[config.mk]
export PLATFORM = sky130hd
export DESIGN_NAME = line_follower_steering_core
export DESIGN_NICKNAME = d
export VERILOG_FILES = /design/src/design/lfs_pkg.sv /design/src/design/lfs_lane.sv /design/src/design/lfs_merge.sv /design/src/design/lfs_div.sv /design/src/design/line_follower_steering_core.sv
export SDC_FILE = /design/constraint.sdc
export NUM_CORES = 1
export LEC_CHECK = 0
export ABC_AREA = 1
export BUFFER_PORTS_ARGS = -buffer_cell sky130_fd_sc_hd__buf_2
export CORE_MARGIN = 2
export CORE_UTILIZATION = 45
export DETAILED_ROUTE_END_ITERATION = 6
export PLACE_DENSITY_LB_ADDON = 0.05
export SETUP_SLACK_MARGIN = 0.5
export SYNTH_ARGS = -nofsm -noshare
export SYNTH_HDL_FRONTEND = slang
export SYNTH_SLANG_ARGS = --single-unit
[constraint.sdc]
create_clock -name clk -period 4.64 [get_ports clk]
set_clock_uncertainty 0.1 [all_clocks]
set_input_delay 0.928 -clock clk [delete_from_list [all_inputs] [get_ports clk]]
set_output_delay 0.928 -clock clk [all_outputs]
set_load 0.02 [all_outputs]
[src/design/lfs_pkg.sv]
package lfs_pkg;

  // Fixed field widths
  localparam int THR_W    = 10;
  localparam int SPEED_W  = 8;
  localparam int GAIN_W   = 6;
  localparam int CFG_W    = 10;
  localparam int CFG_A_W  = 3;
  localparam int ERR_W    = 4;
  localparam int CNT_W    = 4;
  localparam int SUM_W    = 5;
  localparam int MAG_W    = 4;
  localparam int PROD_W   = 11;
  localparam int OUT_W    = 24;

  localparam int CENTER_IDX = 3;

  // Register indexes
  localparam logic [CFG_A_W-1:0] REG_THRESHOLD    = 3'd0;
  localparam logic [CFG_A_W-1:0] REG_CRUISE_SPEED = 3'd1;
  localparam logic [CFG_A_W-1:0] REG_STEER_GAIN   = 3'd2;
  localparam logic [CFG_A_W-1:0] REG_SEARCH       = 3'd3;
  localparam logic [CFG_A_W-1:0] REG_FAST         = 3'd4;
  localparam logic [CFG_A_W-1:0] REG_GAP_LIMIT    = 3'd5;

  // Register reset values
  localparam logic [THR_W-1:0]   RST_THRESHOLD    = 10'd512;
  localparam logic [SPEED_W-1:0] RST_CRUISE_SPEED = 8'd90;
  localparam logic [GAIN_W-1:0]  RST_STEER_GAIN   = 6'd25;
  localparam logic [SPEED_W-1:0] RST_SEARCH       = 8'd120;
  localparam logic [SPEED_W-1:0] RST_FAST         = 8'd180;
  localparam logic [SPEED_W-1:0] RST_GAP_LIMIT    = 8'd15;

  localparam logic [SPEED_W-1:0] DUTY_MAX = 8'd255;

  typedef struct packed {
    logic                    hit;
    logic signed [ERR_W-1:0] weight;
  } lane_res_t;

  typedef struct packed {
    logic [CNT_W-1:0]        count;
    logic signed [SUM_W-1:0] sum;
  } merge_res_t;

  typedef enum logic [2:0] {
    S_IDLE,
    S_MERGE,
    S_START,
    S_WAIT,
    S_MULT,
    S_DRIVE
  } state_t;

endpackage

[src/design/lfs_lane.sv]
module lfs_lane
  import lfs_pkg::*;
#(
  parameter int LANE_IDX    = 0,
  parameter int SAMPLE_BITS = 10
) (
  input  logic                   clk,
  input  logic                   load,
  input  logic [SAMPLE_BITS-1:0] sample,
  input  logic [THR_W-1:0]       threshold,
  output lane_res_t              res
);

  localparam int CMP_W = (SAMPLE_BITS > THR_W) ? SAMPLE_BITS : THR_W;
  localparam logic signed [ERR_W-1:0] WEIGHT = ERR_W'(LANE_IDX - CENTER_IDX);

  lane_res_t res_r;
  lane_res_t res_nxt;
  logic      hit;

  // Compare one sample against the shared threshold
  always_comb begin
    hit            = CMP_W'(sample) > CMP_W'(threshold);
    res_nxt.hit    = hit;
    res_nxt.weight = hit ? WEIGHT : '0;
  end

  // Hold the lane result for the merge stage
  always_ff @(posedge clk) begin
    if (load) begin
      res_r <= res_nxt;
    end
  end

  assign res = res_r;

endmodule

[src/design/lfs_merge.sv]
module lfs_merge
  import lfs_pkg::*;
#(
  parameter int SENSOR_COUNT = 8
) (
  input  logic                         clk,
  input  logic                         load,
  input  lane_res_t [SENSOR_COUNT-1:0] lanes,
  output merge_res_t                   res
);

  merge_res_t res_r;
  merge_res_t res_nxt;

  // Count the hits and add the weights of all lanes
  always_comb begin
    res_nxt.count = '0;
    res_nxt.sum   = '0;
    for (int i = 0; i < SENSOR_COUNT; i++) begin
      res_nxt.count = res_nxt.count + CNT_W'(lanes[i].hit);
      res_nxt.sum   = res_nxt.sum
                    + {{(SUM_W-ERR_W){lanes[i].weight[ERR_W-1]}}, lanes[i].weight};
    end
  end

  always_ff @(posedge clk) begin
    if (load) begin
      res_r <= res_nxt;
    end
  end

  assign res = res_r;

endmodule

[src/design/lfs_div.sv]
module lfs_div
  import lfs_pkg::*;
(
  input  logic                    clk,
  input  logic                    rst_n,
  input  logic                    start,
  input  logic signed [SUM_W-1:0] dividend,
  input  logic [CNT_W-1:0]        divisor,
  output logic                    done,
  output logic signed [ERR_W-1:0] quotient
);

  localparam int STEP_W = $clog2(MAG_W + 1);

  logic [CNT_W-1:0]  rem_r, rem_nxt;
  logic [MAG_W-1:0]  quo_r, quo_nxt;
  logic [CNT_W-1:0]  dvs_r;
  logic              neg_r;
  logic [STEP_W-1:0] step_r, step_nxt;
  logic              busy_r, busy_nxt;
  logic              done_r, done_nxt;
  logic [SUM_W-1:0]  mag;
  logic [CNT_W:0]    trial;

  // One restoring step per cycle on the magnitudes
  always_comb begin
    mag      = dividend[SUM_W-1] ? SUM_W'(-dividend) : SUM_W'(dividend);
    trial    = {rem_r, quo_r[MAG_W-1]};
    rem_nxt  = rem_r;
    quo_nxt  = quo_r;
    step_nxt = step_r;
    busy_nxt = busy_r;
    done_nxt = 1'b0;
    if (start) begin
      rem_nxt  = '0;
      quo_nxt  = mag[MAG_W-1:0];
      step_nxt = STEP_W'(MAG_W);
      busy_nxt = 1'b1;
    end else if (busy_r) begin
      if (trial >= {1'b0, dvs_r}) begin
        rem_nxt = CNT_W'(trial - {1'b0, dvs_r});
        quo_nxt = {quo_r[MAG_W-2:0], 1'b1};
      end else begin
        rem_nxt = trial[CNT_W-1:0];
        quo_nxt = {quo_r[MAG_W-2:0], 1'b0};
      end
      step_nxt = step_r - 1'b1;
      if (step_r == STEP_W'(1)) begin
        busy_nxt = 1'b0;
        done_nxt = 1'b1;
      end
    end
  end

  always_ff @(posedge clk) begin
    if (!rst_n) begin
      busy_r <= 1'b0;
      done_r <= 1'b0;
      step_r <= '0;
    end else begin
      busy_r <= busy_nxt;
      done_r <= done_nxt;
      step_r <= step_nxt;
    end
  end

  always_ff @(posedge clk) begin
    rem_r <= rem_nxt;
    quo_r <= quo_nxt;
    if (start) begin
      dvs_r <= divisor;
      neg_r <= dividend[SUM_W-1];
    end
  end

  // Restore the sign, truncating toward zero
  assign done     = done_r;
  assign quotient = neg_r ? ERR_W'(-quo_r) : ERR_W'(quo_r);

endmodule

[src/design/line_follower_steering_core.sv]
// Channel | Dir | Handshake          | Payload
// in_     | in  | in_tvalid/tready   | in_tdata: one frame of sensor samples
// out_    | out | out_tvalid/tready  | out_tdata: wheel drives, out_tuser: line found
// cfg_    | in  | cfg_we             | cfg_addr register index, cfg_wdata value
//
// A frame seen on the line passes the merge, the four divider steps, the multiply and
// the drive stage; a frame with no sensor on the line goes from the merge straight to
// the drive stage. One frame is in work at a time; the drive stage
// stalls while the output register still holds a result that out_tready has not taken.
// rst_n is synchronous and active low; it loads the register defaults and
// clears the turn memory and the lost-frame count.
module line_follower_steering_core
  import lfs_pkg::*;
#(
  parameter int SENSOR_COUNT = 8,
  parameter int SAMPLE_BITS  = 10
) (
  input  logic                 clk,
  input  logic                 rst_n,
  // sample_0 .. sample_N-1, SAMPLE_BITS each, from the lowest bit up
  input  logic [((SENSOR_COUNT*SAMPLE_BITS+7)/8)*8-1:0] in_tdata,
  input  logic                 in_tvalid,
  output logic                 in_tready,
  // left_reverse, left_duty, right_reverse, right_duty, position_error
  output logic [OUT_W-1:0]     out_tdata,
  // line_found
  output logic                 out_tuser,
  output logic                 out_tvalid,
  input  logic                 out_tready,
  input  logic                 cfg_we,
  input  logic [CFG_A_W-1:0]   cfg_addr,
  input  logic [CFG_W-1:0]     cfg_wdata
);

  // Configuration registers
  logic [THR_W-1:0]   thr_r;
  logic [SPEED_W-1:0] base_r;
  logic [GAIN_W-1:0]  gain_r;
  logic [SPEED_W-1:0] search_r;
  logic [SPEED_W-1:0] fast_r;
  logic [SPEED_W-1:0] gap_r;

  always_ff @(posedge clk) begin
    if (!rst_n) begin
      thr_r    <= RST_THRESHOLD;
      base_r   <= RST_CRUISE_SPEED;
      gain_r   <= RST_STEER_GAIN;
      search_r <= RST_SEARCH;
      fast_r   <= RST_FAST;
      gap_r    <= RST_GAP_LIMIT;
    end else if (cfg_we) begin
      case (cfg_addr)
        REG_THRESHOLD:    thr_r    <= cfg_wdata[THR_W-1:0];
        REG_CRUISE_SPEED: base_r   <= cfg_wdata[SPEED_W-1:0];
        REG_STEER_GAIN:   gain_r   <= cfg_wdata[GAIN_W-1:0];
        REG_SEARCH:       search_r <= cfg_wdata[SPEED_W-1:0];
        REG_FAST:         fast_r   <= cfg_wdata[SPEED_W-1:0];
        REG_GAP_LIMIT:    gap_r    <= cfg_wdata[SPEED_W-1:0];
        default: ;
      endcase
    end
  end

  state_t state_r, state_nxt;
  logic   in_acc;
  logic   merge_load;
  logic   div_start;
  logic   mult_load;
  logic   drive_load;

  assign in_acc = in_tvalid && in_tready;

  // Sensor lanes
  lane_res_t [SENSOR_COUNT-1:0] lanes;

  for (genvar g = 0; g < SENSOR_COUNT; g++) begin : g_lane
    lfs_lane #(
      .LANE_IDX    (g),
      .SAMPLE_BITS (SAMPLE_BITS)
    ) u_lane (
      .clk       (clk),
      .load      (in_acc),
      .sample    (in_tdata[g*SAMPLE_BITS +: SAMPLE_BITS]),
      .threshold (thr_r),
      .res       (lanes[g])
    );
  end

  merge_res_t merged;

  lfs_merge #(
    .SENSOR_COUNT (SENSOR_COUNT)
  ) u_merge (
    .clk   (clk),
    .load  (merge_load),
    .lanes (lanes),
    .res   (merged)
  );

  logic                    div_done;
  logic signed [ERR_W-1:0] div_quo;

  lfs_div u_div (
    .clk      (clk),
    .rst_n    (rst_n),
    .start    (div_start),
    .dividend (merged.sum),
    .divisor  (merged.count),
    .done     (div_done),
    .quotient (div_quo)
  );

  // Error and steering product
  logic signed [ERR_W-1:0]  err_r;
  logic signed [PROD_W-1:0] prod_r;

  always_ff @(posedge clk) begin
    if (div_done) begin
      err_r <= div_quo;
    end
    if (mult_load) begin
      prod_r <= PROD_W'(err_r * $signed({1'b0, gain_r}));
    end
  end

  // Drive split and saturation
  logic signed [PROD_W-1:0] left_v, right_v;
  logic [PROD_W-1:0]        left_mag, right_mag;
  logic [SPEED_W-1:0]       left_duty, right_duty;
  logic                     lost;
  logic [SPEED_W-1:0]       lost_inc;
  logic [SPEED_W-1:0]       spin_mag;

  always_comb begin
    left_v    = $signed(PROD_W'(base_r)) - prod_r;
    right_v   = $signed(PROD_W'(base_r)) + prod_r;
    left_mag  = left_v[PROD_W-1] ? PROD_W'(-left_v) : PROD_W'(left_v);
    right_mag = right_v[PROD_W-1] ? PROD_W'(-right_v) : PROD_W'(right_v);
    left_duty  = (left_mag > PROD_W'(DUTY_MAX)) ? DUTY_MAX : left_mag[SPEED_W-1:0];
    right_duty = (right_mag > PROD_W'(DUTY_MAX)) ? DUTY_MAX : right_mag[SPEED_W-1:0];
  end

  // Turn memory and lost-frame count
  logic               turn_left_r, turn_left_nxt;
  logic [SPEED_W-1:0] lost_cnt_r, lost_cnt_nxt;

  always_comb begin
    lost     = (merged.count == '0);
    lost_inc = (lost_cnt_r == DUTY_MAX) ? lost_cnt_r : lost_cnt_r + 1'b1;
    spin_mag = (lost_inc > gap_r) ? fast_r : search_r;
  end

  // Output register
  logic [OUT_W-1:0] out_data_r, out_data_nxt;
  logic             out_user_r, out_user_nxt;
  logic             out_valid_r, out_valid_nxt;

  // Sequence one frame through lanes, merge, divider, multiply and drive; a lost frame skips the divider
  always_comb begin
    state_nxt     = state_r;
    in_tready     = 1'b0;
    merge_load    = 1'b0;
    div_start     = 1'b0;
    mult_load     = 1'b0;
    drive_load    = 1'b0;
    turn_left_nxt = turn_left_r;
    lost_cnt_nxt  = lost_cnt_r;
    out_data_nxt  = out_data_r;
    out_user_nxt  = out_user_r;
    out_valid_nxt = out_valid_r && !out_tready;
    case (state_r)
      S_IDLE: begin
        in_tready = 1'b1;
        if (in_tvalid) begin
          state_nxt = S_MERGE;
        end
      end
      S_MERGE: begin
        merge_load = 1'b1;
        state_nxt  = S_START;
      end
      S_START: begin
        if (lost) begin
          state_nxt = S_DRIVE;
        end else begin
          div_start = 1'b1;
          state_nxt = S_WAIT;
        end
      end
      S_WAIT: begin
        if (div_done) begin
          state_nxt = S_MULT;
        end
      end
      S_MULT: begin
        mult_load = 1'b1;
        state_nxt = S_DRIVE;
      end
      S_DRIVE: begin
        if (!out_valid_r || out_tready) begin
          drive_load    = 1'b1;
          out_valid_nxt = 1'b1;
          state_nxt     = S_IDLE;
          if (lost) begin
            lost_cnt_nxt = lost_inc;
            out_user_nxt = 1'b0;
            out_data_nxt = {2'b00, {ERR_W{1'b0}}, spin_mag, !turn_left_r,
                            spin_mag, turn_left_r};
          end else begin
            lost_cnt_nxt = '0;
            if (err_r < -$signed(ERR_W'(1))) begin
              turn_left_nxt = 1'b1;
            end else if (err_r > $signed(ERR_W'(1))) begin
              turn_left_nxt = 1'b0;
            end
            out_user_nxt = 1'b1;
            out_data_nxt = {2'b00, err_r, right_duty, right_v[PROD_W-1],
                            left_duty, left_v[PROD_W-1]};
          end
        end
      end
      default: state_nxt = S_IDLE;
    endcase
  end

  always_ff @(posedge clk) begin
    if (!rst_n) begin
      state_r     <= S_IDLE;
      turn_left_r <= 1'b0;
      lost_cnt_r  <= '0;
      out_valid_r <= 1'b0;
    end else begin
      state_r     <= state_nxt;
      turn_left_r <= turn_left_nxt;
      lost_cnt_r  <= lost_cnt_nxt;
      out_valid_r <= out_valid_nxt;
    end
  end

  always_ff @(posedge clk) begin
    if (drive_load) begin
      out_data_r <= out_data_nxt;
      out_user_r <= out_user_nxt;
    end
  end

  assign out_tdata  = out_data_r;
  assign out_tuser  = out_user_r;
  assign out_tvalid = out_valid_r;

  // A lost-line result spins in place with a zero error
  a_lost_spin : assert property (@(posedge clk) disable iff (!rst_n)
    (out_tvalid && !out_tuser) |->
      (out_tdata[21:18] == '0 && out_tdata[0] != out_tdata[9]))
    else $error("lost-line result is not a spin with zero error");

  // The lost-frame count only steps up by one or clears
  a_lost_cnt : assert property (@(posedge clk) disable iff (!rst_n)
    (lost_cnt_r != $past(lost_cnt_r)) |->
      (lost_cnt_r == '0 || lost_cnt_r == $past(lost_cnt_r) + 1'b1))
    else $error("lost-frame count jumped");

  // The divider finishes only while the sequencer waits for it
  a_div_done : assert property (@(posedge clk) disable iff (!rst_n)
    div_done |-> (state_r == S_WAIT))
    else $error("divider finished outside the wait state");

  // A tracked error is no lower than the smallest sensor weight
  a_err_range : assert property (@(posedge clk) disable iff (!rst_n)
    (out_tvalid && out_tuser) |->
      ($signed(out_tdata[21:18]) >= -4'sd3))
    else $error("position error out of range");

endmodule
==> metrics.yaml <==
post_cts_buffers: 0
peakVddDrop_mv: 0.353
status: "finished, final reports clean"
cts_resized: 0
grt_pass1_vias: 7986
io_pins: 125
wl_mm: 24.7
grt_first_pass_wirelength_mm: 39.6
synth_edf_count: 64
syn-mean-instance-area_um2: 8.07
relSlewSlack: 0.294
synth_top_flop_cell: "dfxtp_1"
yosys_warnings: 0
clockBufferDepth: 2
worst_pin_slew_ns: 1.06
start_kind: "flop"
critical_path_class: "flop to flop"
route.vias.total: 8565
critPathSlowestCell: "fa_1"
drt_pre_antenna_iters: 5
synth-async-reset-ratio: 0
rsz0062_at_grt: "false"
die_area_um2: 24400
drv_slew: 0
fin_util: 0.522
path_clk_slew_ns: 0.06
multiInputGateArea_um2: 6190
cts_root_buf: "clkbuf_16"
cp_max_fo: 3
area_delta_synth_final_pct: 13.6
cp_slowest_stage_delay_ns: 0.57
p_switching_mw: 1.78
row_count: 55
hold_class: "flop to flop"
cts_tree: "yes"
crit_arrival_ns: 3.94
synth_seq_cells: 134
numCtsBuffers: 17
nNetsFinal: 1679
maxCapViolCount: 0
portBuffers: 122
gp_congestion: 0.875
regArea_um2: 3320
drt_iter0_drc: 395
hpwl_mm: 19.8
grt-ovfl-total: 0
p_seq_frac: 0.346
power.density_nw_per_um2: 402
postRouteAntennaNets: 0
p_clk_frac: 0.285
die_w_um: 156
comb_power_share: 0.369
cts_sinks: 134
n_fill_cell: 2232
tns_ns: 0
synthCells: 1294
required_ns: 4.70
ys_seq_area_frac: 0.318
clkLatencyLatePin_ns: 0.42
timing.final.crit_share: 0.837
viasPerCell: 4.99
cts_max_level: 4
synth.distinct_cells: 61
die_h_um: 156
finalSetupViolations: 0
hold_violations: 0
end_kind: "flop"
cts_hold_buf: 0
crit_chain: "clkinv_1 > or2_2 > fa_1 > fa_1 > fa_1 > inv_1 > ha_1 > inv_1 > fa_1 > o21ai_1 > a21oi_1 > o21ai_0 > xor2_1"
start_util: 0.460
intPower_mw: 3.00
antenna_found_initial: 3
final_common_cell: "nand2_1"
syn_area_um2: 10400
drive_gt1_frac: 0.171
avgRoutedWirePerCell_um: 14.4
max_clock_freq_ghz: 0.257
sw_frac_of_total: 0.372
grt_max_degree: 43
cpMostUsedCell: "fa_1"
grt_usage: 0.205
coreArea_um2: 22700
drcViolationCount: 0
power.leakage_nw: 5.82
period_minus_slack_ns: 3.88
final_cell_mix: "nand2_1 (277), inv_1 (183), ha_1 (144)"
==> sequential cells by signal, indices dropped and copies added, names as in the netlist, 3 cells and up <==
| name | cells |
|---|---|
| u_div.dvs_r | 4 |
| search_r | 8 |
| lost_cnt_r | 8 |
| out_tdata | 22 |
| g_lane.u_lane.res | 8 |
| base_r | 8 |
| thr_r | 10 |
| u_div.rem_r | 4 |
| u_div.quo_r | 4 |
| err_r | 4 |
| fast_r | 8 |
| u_div.step_r | 3 |
| u_merge.res | 9 |
| prod_r | 11 |
| gap_r | 8 |
| state_r | 3 |
| gain_r | 6 |
==> final cells by class <==
cell class              count  share of cell area
clock buffers              18              0.0362
diodes                      2            0.000422
multi-input cells         938               0.522
repair buffers            125              0.0534
well taps                 285              0.0301
clock inverters            14              0.0137
inverters                 199              0.0640
flip-flops and latches    134               0.280
==> metal layers <==
| metal | vias up | wire length [µm] | GRT usage |
|---|---|---|---|
| met1 | 3877 | 10800 | 0.249 |
| li1 | 4523 | - | - |
| met3 | 28 | 1070 | 0.0438 |
| met5 | - | 0 | 0 |
| met4 | 0 | 412 | 0.0555 |
| met2 | 137 | 12300 | 0.366 |
==> logic make-up (layout without fill, tap and decap cells) <==
| logic type | Yosys count | count (layout) | share of synthesized area |
|---|---|---|---|
| XOR/XNOR | 28 | 28 | 0.0249 |
| multiplexers | 1 | 1 | 0.00108 |
| adder cells (fa/ha/maj) | 166 | 166 | 0.215 |
| AO/OA/AOI/OAI | 209 | 209 | 0.117 |
| AND/OR/NAND/NOR | 532 | 532 | 0.234 |
| buffers and inverters | 223 | 356 | 0.0900 |
| other | 1 | 4 | 0.000359 |
| flip-flops | 134 | 134 | 0.318 |
==> critical path, delay by kind of cell (launching register included) <==
family	cells	cell delay [ns]
compound gates	3	0.50
xor+xnor	1	0.09
fa+ha+maj	5	2.04
buf+inv	3	0.21
flops	1	0.39
simple gates	1	0.29
==> power by group through the flow <==
| stage | registers [mW] | logic (mW) | clock network [mW] |
|---|---|---|---|
| after CTS | 1.65 | 1.79 | 1.39 |
| after global placement | 1.68 | 1.75 | 0 |
| after detailed placement | 1.68 | 1.78 | 0 |
| after floorplan | 1.66 | 1.38 | 0 |
| after global routing | 1.67 | 2.05 | 1.44 |
| final | 1.65 | 1.76 | 1.36 |
==> worst paths after layout <==
path / startpoint / end / slack, ns / cells after the start
worst max-delay path: err_r[3] / prod_r[9] / 0.76 / 13
worst min-delay path: fast_r[4] / fast_r[4] / 0.35 / 2
worst max register to register: err_r[3] / prod_r[9] / 0.76 / 13
worst min register to register: fast_r[4] / fast_r[4] / 0.35 / 2
==> per-stage QoR <==
| stage | total power [mW] | setup WS [ns] | std cells | hold slack, ns | area (µm²) |
|---|---|---|---|---|---|
| global route | 5.17 | 0.485 | 1714 | 0.378 | 11900 |
| finish | 4.77 | 0.755 | 1715 | 0.350 | 11900 |
| global placement | 3.43 | 0.700 | 1681 | 0.336 | 11300 |
| detailed placement | 3.46 | 0.660 | 1681 | 0.340 | 11300 |
| CTS | 4.83 | 0.646 | 1713 | 0.356 | 11900 |
| floorplan | 3.04 | 0.694 | 1295 | 0.324 | 10400 |
==> synthesized netlist by cell type (all sizes together) (2+ instances only) <==
cell	instances	share of area
fa	22	0.042
o21bai	7	0.0054
clkinv	3	0.0016
buf	11	0.011
o21a	7	0.0050
xnor2	13	0.012
nand3	71	0.040
dfxtp	70	0.13
o31ai	4	0.0029
ha	144	0.17
a21o	4	0.0029
nand4	24	0.015
or2	5	0.0032
nand2	305	0.12
clkbuf	12	0.0053
a21oi	87	0.046
a211oi	3	0.0022
a31oi	2	0.0012
a32oi	4	0.0034
edfxtp	64	0.18
xor2	15	0.013
o21ai	77	0.037
and2	3	0.0022
nor2	110	0.045
o211ai	8	0.0058
o41ai	2	0.0017
nor3	11	0.0058
inv	196	0.071
Note: power is estimated with default switching activity, not from simulation.
